### src/sv/tcd_pkg.sv
package tcd_pkg;

	// Stream bookkeeping
	localparam int unsigned HeadDepth = 4;
	localparam logic [2:0]  SeenSat   = 3'd5;

	// Charset codes on both result fields
	typedef enum logic [2:0] {
		CS_UNKNOWN = 3'd0,
		CS_GBK     = 3'd1,
		CS_UTF8    = 3'd2,
		CS_UTF16LE = 3'd3,
		CS_UTF16BE = 3'd4
	} charset_t;

	// GBK byte ranges
	localparam logic [7:0] GbkLeadLo  = 8'h81;
	localparam logic [7:0] GbkHi      = 8'hFE;
	localparam logic [7:0] GbkTrailLo = 8'h40;

	// UTF-8 lead and continuation patterns (mask, value)
	localparam logic [7:0] Utf8ContMask  = 8'hC0;
	localparam logic [7:0] Utf8ContVal   = 8'h80;
	localparam logic [7:0] Utf8Lead2Mask = 8'hE0;
	localparam logic [7:0] Utf8Lead2Val  = 8'hC0;
	localparam logic [7:0] Utf8Lead3Mask = 8'hF0;
	localparam logic [7:0] Utf8Lead3Val  = 8'hE0;
	localparam logic [7:0] Utf8Lead4Mask = 8'hF8;
	localparam logic [7:0] Utf8Lead4Val  = 8'hF0;

	// UTF-16 surrogate high bytes
	localparam logic [7:0] SurMask = 8'hFC;
	localparam logic [7:0] SurHigh = 8'hD8;
	localparam logic [7:0] SurLow  = 8'hDC;

	// Byte order mark bytes
	localparam logic [7:0] BomEf = 8'hEF;
	localparam logic [7:0] BomBb = 8'hBB;
	localparam logic [7:0] BomBf = 8'hBF;
	localparam logic [7:0] BomFe = 8'hFE;
	localparam logic [7:0] BomFf = 8'hFF;
	localparam logic [7:0] BomZero = 8'h00;

	// Running state of one stream
	typedef struct packed {
		logic [HeadDepth-1:0][7:0] head;
		logic [2:0]                seen;
		logic                      gbk_want;
		logic                      gbk_bad;
		logic [1:0]                utf8_left;
		logic                      utf8_bad;
		logic                      odd;
		logic                      le_want;
		logic                      le_bad;
		logic                      be_want;
		logic                      be_bad;
	} stream_state_t;

endpackage

### src/sv/tcd_tracker.sv
module tcd_tracker (
	input  logic                  clk,
	input  logic                  arst_n,
	input  logic                  step,
	input  logic [7:0]            data_byte,
	input  logic                  last_byte,
	output tcd_pkg::stream_state_t state_next
);
	import tcd_pkg::*;

	stream_state_t state_q;
	logic          is_high;
	logic          is_low;

	// Surrogate step for one UTF-16 lane: returns {want, bad}
	function automatic logic [1:0] unit_step(logic want, logic bad, logic hi_sur,
		logic lo_sur);
		logic [1:0] res;
		res = {want, bad};
		if (!bad) begin
			if (want) begin
				if (lo_sur) res = 2'b00;
				else        res = {want, 1'b1};
			end else if (hi_sur) begin
				res = 2'b10;
			end else if (lo_sur) begin
				res = 2'b01;
			end
		end
		return res;
	endfunction

	assign is_high = (data_byte & SurMask) == SurHigh;
	assign is_low  = (data_byte & SurMask) == SurLow;

	// Next stream state for the byte in flight
	always_comb begin
		state_next = state_q;

		// head capture and saturating count
		if (state_q.seen < 3'(HeadDepth)) begin
			state_next.head[state_q.seen[1:0]] = data_byte;
		end
		if (state_q.seen < SeenSat) begin
			state_next.seen = state_q.seen + 3'd1;
		end

		// GBK
		if (!state_q.gbk_bad) begin
			if (state_q.gbk_want) begin
				state_next.gbk_bad  = !(data_byte inside {[GbkTrailLo:GbkHi]});
				state_next.gbk_want = 1'b0;
			end else if (data_byte[7]) begin
				if (data_byte inside {[GbkLeadLo:GbkHi]}) state_next.gbk_want = 1'b1;
				else                                      state_next.gbk_bad  = 1'b1;
			end
		end

		// UTF-8
		if (!state_q.utf8_bad) begin
			if (state_q.utf8_left != 2'd0) begin
				if ((data_byte & Utf8ContMask) != Utf8ContVal) begin
					state_next.utf8_bad = 1'b1;
				end else begin
					state_next.utf8_left = state_q.utf8_left - 2'd1;
				end
			end else if (!data_byte[7]) begin
				state_next.utf8_left = 2'd0;
			end else if ((data_byte & Utf8Lead2Mask) == Utf8Lead2Val) begin
				state_next.utf8_left = 2'd1;
			end else if ((data_byte & Utf8Lead3Mask) == Utf8Lead3Val) begin
				state_next.utf8_left = 2'd2;
			end else if ((data_byte & Utf8Lead4Mask) == Utf8Lead4Val) begin
				state_next.utf8_left = 2'd3;
			end else begin
				state_next.utf8_bad = 1'b1;
			end
		end

		// UTF-16: odd-index bytes are LE high bytes, even-index are BE high bytes
		if (state_q.odd) begin
			{state_next.le_want, state_next.le_bad} =
				unit_step(state_q.le_want, state_q.le_bad, is_high, is_low);
		end else begin
			{state_next.be_want, state_next.be_bad} =
				unit_step(state_q.be_want, state_q.be_bad, is_high, is_low);
		end
		state_next.odd = !state_q.odd;
	end

	// State register, cleared after the last byte of a stream
	always_ff @(posedge clk or negedge arst_n) begin
		if (!arst_n) begin
			state_q <= '0;
		end else if (step) begin
			if (last_byte) state_q <= '0;
			else           state_q <= state_next;
		end
	end

endmodule

### src/sv/tcd_classify.sv
module tcd_classify (
	input  tcd_pkg::stream_state_t st,
	output tcd_pkg::charset_t      bom,
	output tcd_pkg::charset_t      content
);
	import tcd_pkg::*;

	logic is_utf32be;
	logic is_ff_fe_zero;
	logic is_utf8_bom;

	assign is_utf32be    = (st.head[0] == BomZero) && (st.head[1] == BomZero) &&
	                       (st.head[2] == BomFe) && (st.head[3] == BomFf);
	assign is_ff_fe_zero = (st.head[0] == BomFf) && (st.head[1] == BomFe) &&
	                       (st.head[2] == BomZero) && (st.head[3] == BomZero);
	assign is_utf8_bom   = (st.head[0] == BomEf) && (st.head[1] == BomBb) &&
	                       (st.head[2] == BomBf);

	// Byte order mark decode
	always_comb begin
		if (st.seen < 3'd2) begin
			bom = CS_UNKNOWN;
		end else if (st.seen >= 3'd4 && is_utf32be) begin
			bom = CS_UNKNOWN;
		end else if (st.seen >= 3'd4 && is_ff_fe_zero) begin
			bom = (st.seen == 3'd4) ? CS_UTF16LE : CS_UNKNOWN;
		end else if (st.seen >= 3'd3 && is_utf8_bom) begin
			bom = CS_UTF8;
		end else if (st.head[0] == BomFf && st.head[1] == BomFe) begin
			bom = CS_UTF16LE;
		end else if (st.head[0] == BomFe && st.head[1] == BomFf) begin
			bom = CS_UTF16BE;
		end else begin
			bom = CS_UNKNOWN;
		end
	end

	// Content charset by fixed priority; UTF-16 needs an even length
	always_comb begin
		if (!st.gbk_bad && !st.gbk_want) begin
			content = CS_GBK;
		end else if (!st.utf8_bad && st.utf8_left == 2'd0) begin
			content = CS_UTF8;
		end else if (!st.odd && !st.le_bad && !st.le_want) begin
			content = CS_UTF16LE;
		end else if (!st.odd && !st.be_bad && !st.be_want) begin
			content = CS_UTF16BE;
		end else begin
			content = CS_UNKNOWN;
		end
	end

endmodule

### src/sv/text_charset_detector.sv
// Text charset detector.
// Input channel: one byte per transfer on data_byte, with last_byte set on the
// final byte of a stream. Output channel: one transfer per stream, carrying
// bom_charset (from a byte order mark) and content_charset (first of GBK,
// UTF-8, UTF-16LE, UTF-16BE whose rules the whole stream met).
// Bytes without last_byte produce no output transfer; they only update the
// running stream state, which returns to empty after each last byte.
// Throughput: one byte per cycle while in_stall is low. The per-byte
// validator update and the result decode sit between the input register
// and the output register. A last byte passes from the input register into
// the output register; out_valid stays high there until the result transfers.
// When out_stall is high the output register holds its result; bytes that are
// not last keep flowing, and in_stall rises only while the input register
// holds a last byte that cannot move into the occupied output register.
// Reset (arst_n low) empties both registers and clears the stream state;
// the first byte after reset starts a new stream.
module text_charset_detector (
	input  logic       clk,
	input  logic       arst_n,
	input  logic       in_valid,
	output logic       in_stall,
	input  logic [7:0] data_byte,
	input  logic       last_byte,
	output logic       out_valid,
	input  logic       out_stall,
	output logic [2:0] bom_charset,
	output logic [2:0] content_charset
);
	import tcd_pkg::*;

	logic          valid_s1;
	logic [7:0]    data_s1;
	logic          last_s1;
	logic          advance;
	logic          valid_s2;
	charset_t      bom_s2;
	charset_t      content_s2;
	stream_state_t state_next;
	charset_t      bom_next;
	charset_t      content_next;

	// Input register moves on unless a last byte finds the output register blocked
	assign advance  = valid_s1 && (!last_s1 || !valid_s2 || !out_stall);
	assign in_stall = valid_s1 && !advance;

	always_ff @(posedge clk or negedge arst_n) begin
		if (!arst_n) begin
			valid_s1 <= 1'b0;
		end else if (!in_stall) begin
			valid_s1 <= in_valid;
		end
	end

	always_ff @(posedge clk) begin
		if (in_valid && !in_stall) begin
			data_s1 <= data_byte;
			last_s1 <= last_byte;
		end
	end

	tcd_tracker u_tracker (
		.clk        (clk),
		.arst_n     (arst_n),
		.step       (advance),
		.data_byte  (data_s1),
		.last_byte  (last_s1),
		.state_next (state_next)
	);

	tcd_classify u_classify (
		.st      (state_next),
		.bom     (bom_next),
		.content (content_next)
	);

	// Output register: loads on a last byte, empties on a transfer
	always_ff @(posedge clk or negedge arst_n) begin
		if (!arst_n) begin
			valid_s2 <= 1'b0;
		end else if (advance && last_s1) begin
			valid_s2 <= 1'b1;
		end else if (!out_stall) begin
			valid_s2 <= 1'b0;
		end
	end

	always_ff @(posedge clk) begin
		if (advance && last_s1) begin
			bom_s2     <= bom_next;
			content_s2 <= content_next;
		end
	end

	assign out_valid       = valid_s2;
	assign bom_charset     = bom_s2;
	assign content_charset = content_s2;

endmodule

### config.mk
export PLATFORM = sky130hd
export DESIGN_NAME = text_charset_detector
export DESIGN_NICKNAME = d
export VERILOG_FILES = /design/src/sv/tcd_pkg.sv /design/src/sv/tcd_tracker.sv /design/src/sv/tcd_classify.sv /design/src/sv/text_charset_detector.sv
export SDC_FILE = /design/constraint.sdc
export NUM_CORES = 1
export LEC_CHECK = 0
export CAP_MARGIN = 10
export CORE_MARGIN = 2
export CORE_UTILIZATION = 41
export CTS_CLUSTER_DIAMETER = 100
export DETAILED_ROUTE_END_ITERATION = 8
export DONT_BUFFER_PORTS = 1
export MAX_ROUTING_LAYER = met4
export PLACE_DENSITY = 0.54
export SKIP_LAST_GASP = 1
export SLEW_MARGIN = 20
export SYNTH_ARGS = -nofsm -noshare
export SYNTH_HDL_FRONTEND = slang
export SYNTH_SLANG_ARGS = --single-unit
### constraint.sdc
create_clock -name clk -period 3.9 [get_ports clk]
set_clock_uncertainty 0.2 [all_clocks]
set_input_delay 0.195 -clock clk [delete_from_list [all_inputs] [get_ports clk]]
set_output_delay 0.195 -clock clk [all_outputs]
set_load 0.05 [all_outputs]
==> reports/metrics.yaml, run 1 <==
status:
  outcome: "finished clean"
logic_synthesis:
  yosys_warnings: 0
  yosys-top-cells-count: "dfrtp_1 (47), nand2_1 (32), nor2_1 (29), o21ai_0 (21), a32o_1 (20)"
  synth_top_area_frac: 0.3511
  synth-edff-count: 15
  synth_area_um2: 3349
  synthArstFlopShare: 0.7581
  syn_area_per_cell_um2: 9.653
  yosys.area.top_type: "dfrtp_1"
  yosys-top-cells-area: "dfrtp_1 (35%), edfxtp_1 (13%), a32o_1 (6.0%)"
  syn_nets: 365
  ys_ff_latch: 62
  yosysUniqueCellTypes: 52
  synth.most_common_cell: "dfrtp_1"
  syn_inst: 347
  seq_area_frac_synth: 0.4856
  synth_ff_type: "dfrtp_1"
sta:
  timing.final.crit_share: 0.7302
  hold_violations: 0
  final.setup.tns_ps: 0
  holdWs_ps: 93.16
  fmax_mhz: 351.2
  slew_headroom: 0.4820
  tightest_slew_ps: 777.0
  min_period_ps: 2848
  maxSlewViolCount: 0
  rsz0062_at_grt: "no"
  finalSetupViolCount: 0
pwr:
  power_leakage_nw: 1.568
  p_switching_mw: 0.7077
  p_sw_frac: 0.3509
  comb_power_share: 0.258
  p_seq_frac: 0.444
  clockPowerShare: 0.298
  p_int_mw: 1.309
  ir_drop_mv: 0.2243
  p_per_area_nw_per_um2: 532.1
floorplanning:
  die_y_um: 94.39
  chipWidth_um: 94.39
  core-area_um2: 7807
  io_pins: 21
  core.rowCount: 32
  dieArea_um2: 8909
  start_util: 0.4290
worst_setup_path:
  cp.arrival_ps: 2790
  critPathCaptureType: "flop"
  slowest_stage: "nor2b_1"
  rr_startpoint: "u_tracker.state_q[10]"
  r2r_setup_slack_ps: 1050
  start_kind: "flop"
  crit_family: "simple AND/OR/NAND/NOR gates"
  path_buf_inv: 1
  worstPathCellList: "inv_1, ha_1, nor2b_1, nand3_1, a2111o_1, nor3_1, nor4b_1"
  cp_slowest_stage_delay_ps: 510
  reg2reg_depth: 7
  rr_endpoint: "bom_charset[2]"
  worst-setup-path-type: "flop to flop"
  startpoint: "u_tracker.state_q[10]"
  worstPathMaxFanout: 8
  cp_data_required_time_ps: 3840
hold_path:
  worst_hold_startpoint: "in_valid"
  hold-path-endpoint: "last_s1"
  min_path_type: "primary input to flop"
  hold_path_depth: 1
global_route:
  grt_pass1_vias: 2786
  grt_overflow: 0
  antenna_found_initial: 0
  grt_max_degree: 48
  globalRouteTotalUtil: 0.2305
  grt_pass1_wl_um: 14900
routing:
  drt_pass1_iterations: 5
  route.detailed.drc: 0
  drt_iter0_drc: 294
  antenna_left: 0
  wl_um: 9153
  wl_per_cell_um: 19.77
  vias_per_cell: 6.054
  vias: 2803
cts:
  postCtsSetupBuffers: 0
  htreeDepth: 3
  clk_latency_ps: 360
  cts_made_buffers: 9
  cts_tree: "done"
  ctsLongestPathBuffers: 2
  clk_pin_slew_ps: 80
  cts_root_buffer: "clkbuf_8"
  cts_num_sinks: 62
place:
  io_buffers: 0
  gp_congestion: 0.9115
  post-dp-hpwl_um: 5898
layout:
  final-seq-area_um2: 1627
  nFillCells: 723
  multi_input_area_um2: 1590
  num-nets-final: 374
  drive_gt1_frac: 0.07756
  diodes: 0
  syn2layout_area_growth_pct: 13.15
job:
  maxCapViolCount: 0
## power groups by stage
| stage | registers [mW] | clock network (mW) | logic (mW) |
|---|---|---|---|
| floorplan | 0.853 | 0 | 0.408 |
| global placement | 0.904 | 0 | 0.488 |
| detailed placement | 0.904 | 0 | 0.485 |
| CTS | 0.892 | 0.608 | 0.512 |
| global route | 0.909 | 0.639 | 0.576 |
| finish | 0.896 | 0.601 | 0.519 |
## area by class of cell
class	count	area share
Multi-Input combinational cell	253	0.4196
Sequential cell	62	0.4292
Tap cell	102	0.03367
Clock inverter	5	0.01486
Timing Repair Buffer	19	0.05150
Inverter	11	0.01089
Clock buffer	11	0.04028
## state kept, by name, summed over array words and instances (netlist names)
name               flops
u_tracker.state_q     45
data_s1                8
bom_charset            3
content_charset        3
last_s1                1
out_valid              1
valid_s1               1
## cell usage in the layout, fill, tap and decap left out, types with 6 or more instances in the layout
| cell type | synthesis | final |
|---|---|---|
| a21oi_1 | 16 | 16 |
| a22o_1 | 9 | 9 |
| a31oi_1 | 6 | 6 |
| a32o_1 | 20 | 20 |
| and3_1 | 6 | 6 |
| clkbuf_8 | 0 | 9 |
| dfrtp_1 | 47 | 47 |
| dlygate4sd3_1 | 0 | 13 |
| edfxtp_1 | 15 | 15 |
| inv_1 | 11 | 11 |
| nand2_1 | 32 | 32 |
| nand2b_1 | 10 | 10 |
| nand3_1 | 10 | 10 |
| nor2_1 | 29 | 29 |
| nor2b_1 | 9 | 9 |
| nor3_1 | 12 | 12 |
| nor4_1 | 8 | 8 |
| o21ai_0 | 21 | 21 |
## through the flow
step	total power, mW	utilization	cells	setup slack (ps)	instance area [um^2]
6_report	2.017	0.4854	463	1052	3790
5_1_grt	2.124	0.4854	463	715.0	3790
4_1_cts	2.013	0.4854	463	1125	3790
3_5_place_dp	1.389	0.4385	433	1156	3423
3_3_place_gp	1.392	0.4385	433	1222	3423
2_1_floorplan	1.261	-	347	1525	3349
## worst register-to-register path, delay by kind of cell (launching register included)
family	cells	cell delay [ps]
flip-flops	1	440
buffers and inverters	1	140
AND/OR/NAND/NOR	4	1240
AO/OA/AOI/OAI	1	410
adder cells (fa/ha/maj)	1	220
## how the worst max path moves through the flow
stage                     end  slack, ps  depth (start not counted)
2_1_floorplan  bom_charset[2]       1520                          8
3_3_place_gp   bom_charset[2]       1220                          8
3_5_place_dp   bom_charset[2]       1160                          7
4_1_cts        bom_charset[2]       1120                          7
5_1_grt        bom_charset[2]        710                          7
6_report       bom_charset[2]       1050                          7
## logic make-up after synthesis
logic type	Yosys count	synth area share
AOI/OAI and AO/OA	102	0.2170
xor gates and xnor gates	2	0.005231
adders and majority gates	5	0.01868
buffers and inverters	32	0.03960
DFF	62	0.4856
muxes	8	0.02503
and+or+nand+nor	136	0.2088
## per-layer routing
layer,track usage,vias to the layer above,share of wire
met2,0.3482,99,0.45
met4,0.08575,0,0.017
met1,0.3094,1366,0.49
met3,0.04629,15,0.042
li1,-,1323,-
met5,-,-,0
## timing repair
action | CTS | global route
endpoints found under the hold margin | 58 | 0
hold buffers | 14 | 0
gates resized for setup | 0 | 0
Power figures use the tool's default switching activity.
==> run 2, diff against run 1 <==
--- a/config.mk
+++ b/config.mk
@@ -12,7 +12,7 @@
 export DETAILED_ROUTE_END_ITERATION = 8
 export DONT_BUFFER_PORTS = 1
 export MAX_ROUTING_LAYER = met4
-export PLACE_DENSITY = 0.54
+export PLACE_DENSITY = 0.56
 export SKIP_LAST_GASP = 1
 export SLEW_MARGIN = 20
 export SYNTH_ARGS = -nofsm -noshare
==> constraint.sdc (replaced) <==
create_clock -name clk -period 2.6 [get_ports clk]
set_clock_uncertainty 0.2 [all_clocks]
set_input_delay 0.13 -clock clk [delete_from_list [all_inputs] [get_ports clk]]
set_output_delay 0.13 -clock clk [all_outputs]
set_load 0.05 [all_outputs]
==> reports/metrics.yaml, run 2 (synthesized netlist as in run 1, its figures left out) <==
floorplanning:
  core.rowCount: 32  # unchanged
  die_y_um: 94.39  # unchanged
  core-area_um2: 7807  # unchanged
  dieArea_um2: 8909  # unchanged
  chipWidth_um: 94.39  # unchanged
  io_pins: 21  # unchanged
  start_util: 0.4290  # unchanged
sta:
  hold_violations: 0  # unchanged
  finalSetupViolCount: 0  # unchanged
  timing.final.crit_share: 0.9598  # +0.2297
  maxSlewViolCount: 0  # unchanged
  final.setup.tns_ps: 0  # unchanged
  tightest_slew_ps: 623.0  # -154.0 ps
  min_period_ps: 2496  # -352.1 ps
  slew_headroom: 0.5838  # +0.1018
  fmax_mhz: 400.7  # +14%
  holdWs_ps: 39.21  # -53.96 ps
layout:
  final-seq-area_um2: 1627  # unchanged
  num-nets-final: 407  # +8.8%
  nFillCells: 710  # -1.8%
  largest-register: "u_tracker.state_q"
  reg.largest.list: "u_tracker.state_q: 45 flops, data_s1: 8 flops"
  layout_commonest_cell: "dfrtp_1"
  final_area_um2: 4113  # +8.5%
  largest_register_ffs: 45  # unchanged
  layout_common_cells: "dfrtp_1 (47), buf_4 (37), nand2_1 (32), nor2_1 (29), o21ai_0 (21)"
  drive_gt1_frac: 0.1878  # +0.1103
  diodes: 0  # unchanged
  multi_input_area_um2: 1642  # +3.2%
  syn2layout_area_growth_pct: 22.79
cts:
  htreeDepth: 3  # unchanged
  ctsLongestPathBuffers: 2  # unchanged
  cts_tree: "done"
  cts_root_buffer: "clkbuf_8"
  clk_latency_ps: 350  # about the same
  clk_pin_slew_ps: 80  # about the same
  cts_made_buffers: 9  # unchanged
  cts_num_sinks: 62  # unchanged
worst_setup_path:
  cp_data_required_time_ps: 2490  # -1350 ps
  start_kind: "flop"
  rr_startpoint: "u_tracker.state_q[11]"
  critPathCaptureType: "flop"
  cp.arrival_ps: 2390  # -400 ps
  worstPathMaxFanout: 4  # -4
  slowest_stage: "dfrtp_1"
  worst-setup-path-type: "flop to flop"
  cp_slowest_stage_delay_ps: 410  # -100 ps
  startpoint: "u_tracker.state_q[11]"
  worstPathCellList: "inv_1, ha_2, nand2b_4, or4_1, a221o_1, a211oi_2, a31o_2, nor4b_2"
  path_buf_inv: 1  # unchanged
  crit_family: "compound AO/OA/AOI/OAI gates"
global_route:
  grt_max_degree: 48  # unchanged
  grt_overflow: 0  # unchanged
  antenna_found_initial: 0  # unchanged
  grt_pass1_vias: 2880  # +3.4%
  grt_pass1_wl_um: 15890  # +6.7%
  globalRouteTotalUtil: 0.2461  # +0.01553
job:
  maxCapViolCount: 0  # unchanged
hold_path:
  min_path_type: "primary input to flop"
  worst_hold_startpoint: "in_valid"
routing:
  wl_um: 9797  # +7.0%
  antenna_left: 0  # unchanged
  wl_per_cell_um: 19.75  # about the same
  drt_pass1_iterations: 4  # -1
  route.detailed.drc: 0  # unchanged
  drt_iter0_drc: 205  # -30%
  vias_per_cell: 5.895  # -2.6%
  vias: 2924  # +4.3%
pwr:
  p_sw_frac: 0.3454  # -0.005482
  clockPowerShare: 0.298  # about the same
  p_per_area_nw_per_um2: 791.9  # +49%
  power_leakage_nw: 1.742  # +11%
  p_seq_frac: 0.404  # -0.040
  p_switching_mw: 1.125  # +59%
  comb_power_share: 0.298  # +0.040
  p_int_mw: 2.132  # +63%
  ir_drop_mv: 0.4503  # +100%
  total_power_mw: 3.257  # +61%
place:
  dpl-instance-area_um2: 3684  # +7.6%
  post-dp-hpwl_um: 6712  # +14%
  gp_congestion: 0.8689  # -4.7%
  io_buffers: 0  # unchanged
status:
  outcome: "finished clean"
-- run 2: changes by cell type in the layout (fill, tap and decap cells not counted), sizes merged --
cell,change
bufinv,+1
clkbuf,-2
inv,+2
clkinv,-1
buf,+33
-- run 2: final timing paths --
kind                                               to  slack (ps)  cells past startpoint
max in group asynchronous       u_tracker.state_q[41]        1870                      2
worst max register to register         bom_charset[2]         100                      8
worst min-delay path                          last_s1          40                      1
worst max-delay path                   bom_charset[2]         100                      8
min in group asynchronous       u_tracker.state_q[24]         120                      2
worst min register to register  u_tracker.state_q[28]         290                      2
-- run 2: through the flow --
step | util | cells | setup slack [ps]
after floorplan | - | 347 | 224.9
after global placement | 0.4718 | 466 | 76.88
after detailed placement | 0.4718 | 466 | 87.07
after CTS | 0.5202 | 496 | 48.65
after global routing | 0.5268 | 496 | -4.544
final | 0.5268 | 496 | 104.5
-- run 2: area by class of cell --
cell class / count / area share
clock buffer: 9 / 0.03012
clock inverter: 7 / 0.02343
inverter: 11 / 0.01004
multi-input combinational: 253 / 0.3991
sequential: 62 / 0.3955
tap: 102 / 0.03103
timing repair buffer: 52 / 0.1107
-- run 2: power by group through the flow --
stage | registers [mW] | clock network (mW) | logic (mW)
2_1_floorplan | 1.28 | 0 | 0.611
4_1_cts | 1.31 | 0.986 | 0.936
6_report | 1.32 | 0.970 | 0.970
5_1_grt | 1.34 | 1.03 | 1.07
3_5_place_dp | 1.33 | 0 | 0.895
3_3_place_gp | 1.33 | 0 | 0.898
-- run 2: repair_timing --
action / 4_1_cts / 5_1_grt
hold buffers: 14 / 0
setup buffers: 0 / 0
gates resized for setup: 0 / 13
hold endpoints to repair: 58 / 0
endpoints found under the setup margin: 0 / 3
-- run 2: routing by layer --
layer	up-vias	routed length, um	global-route usage
li1	1395	-	-
met1	1424	4754	0.3481
met2	92	4471	0.3548
met3	13	467	0.04310
met4	0	102	0.09300
met5	-	0	-
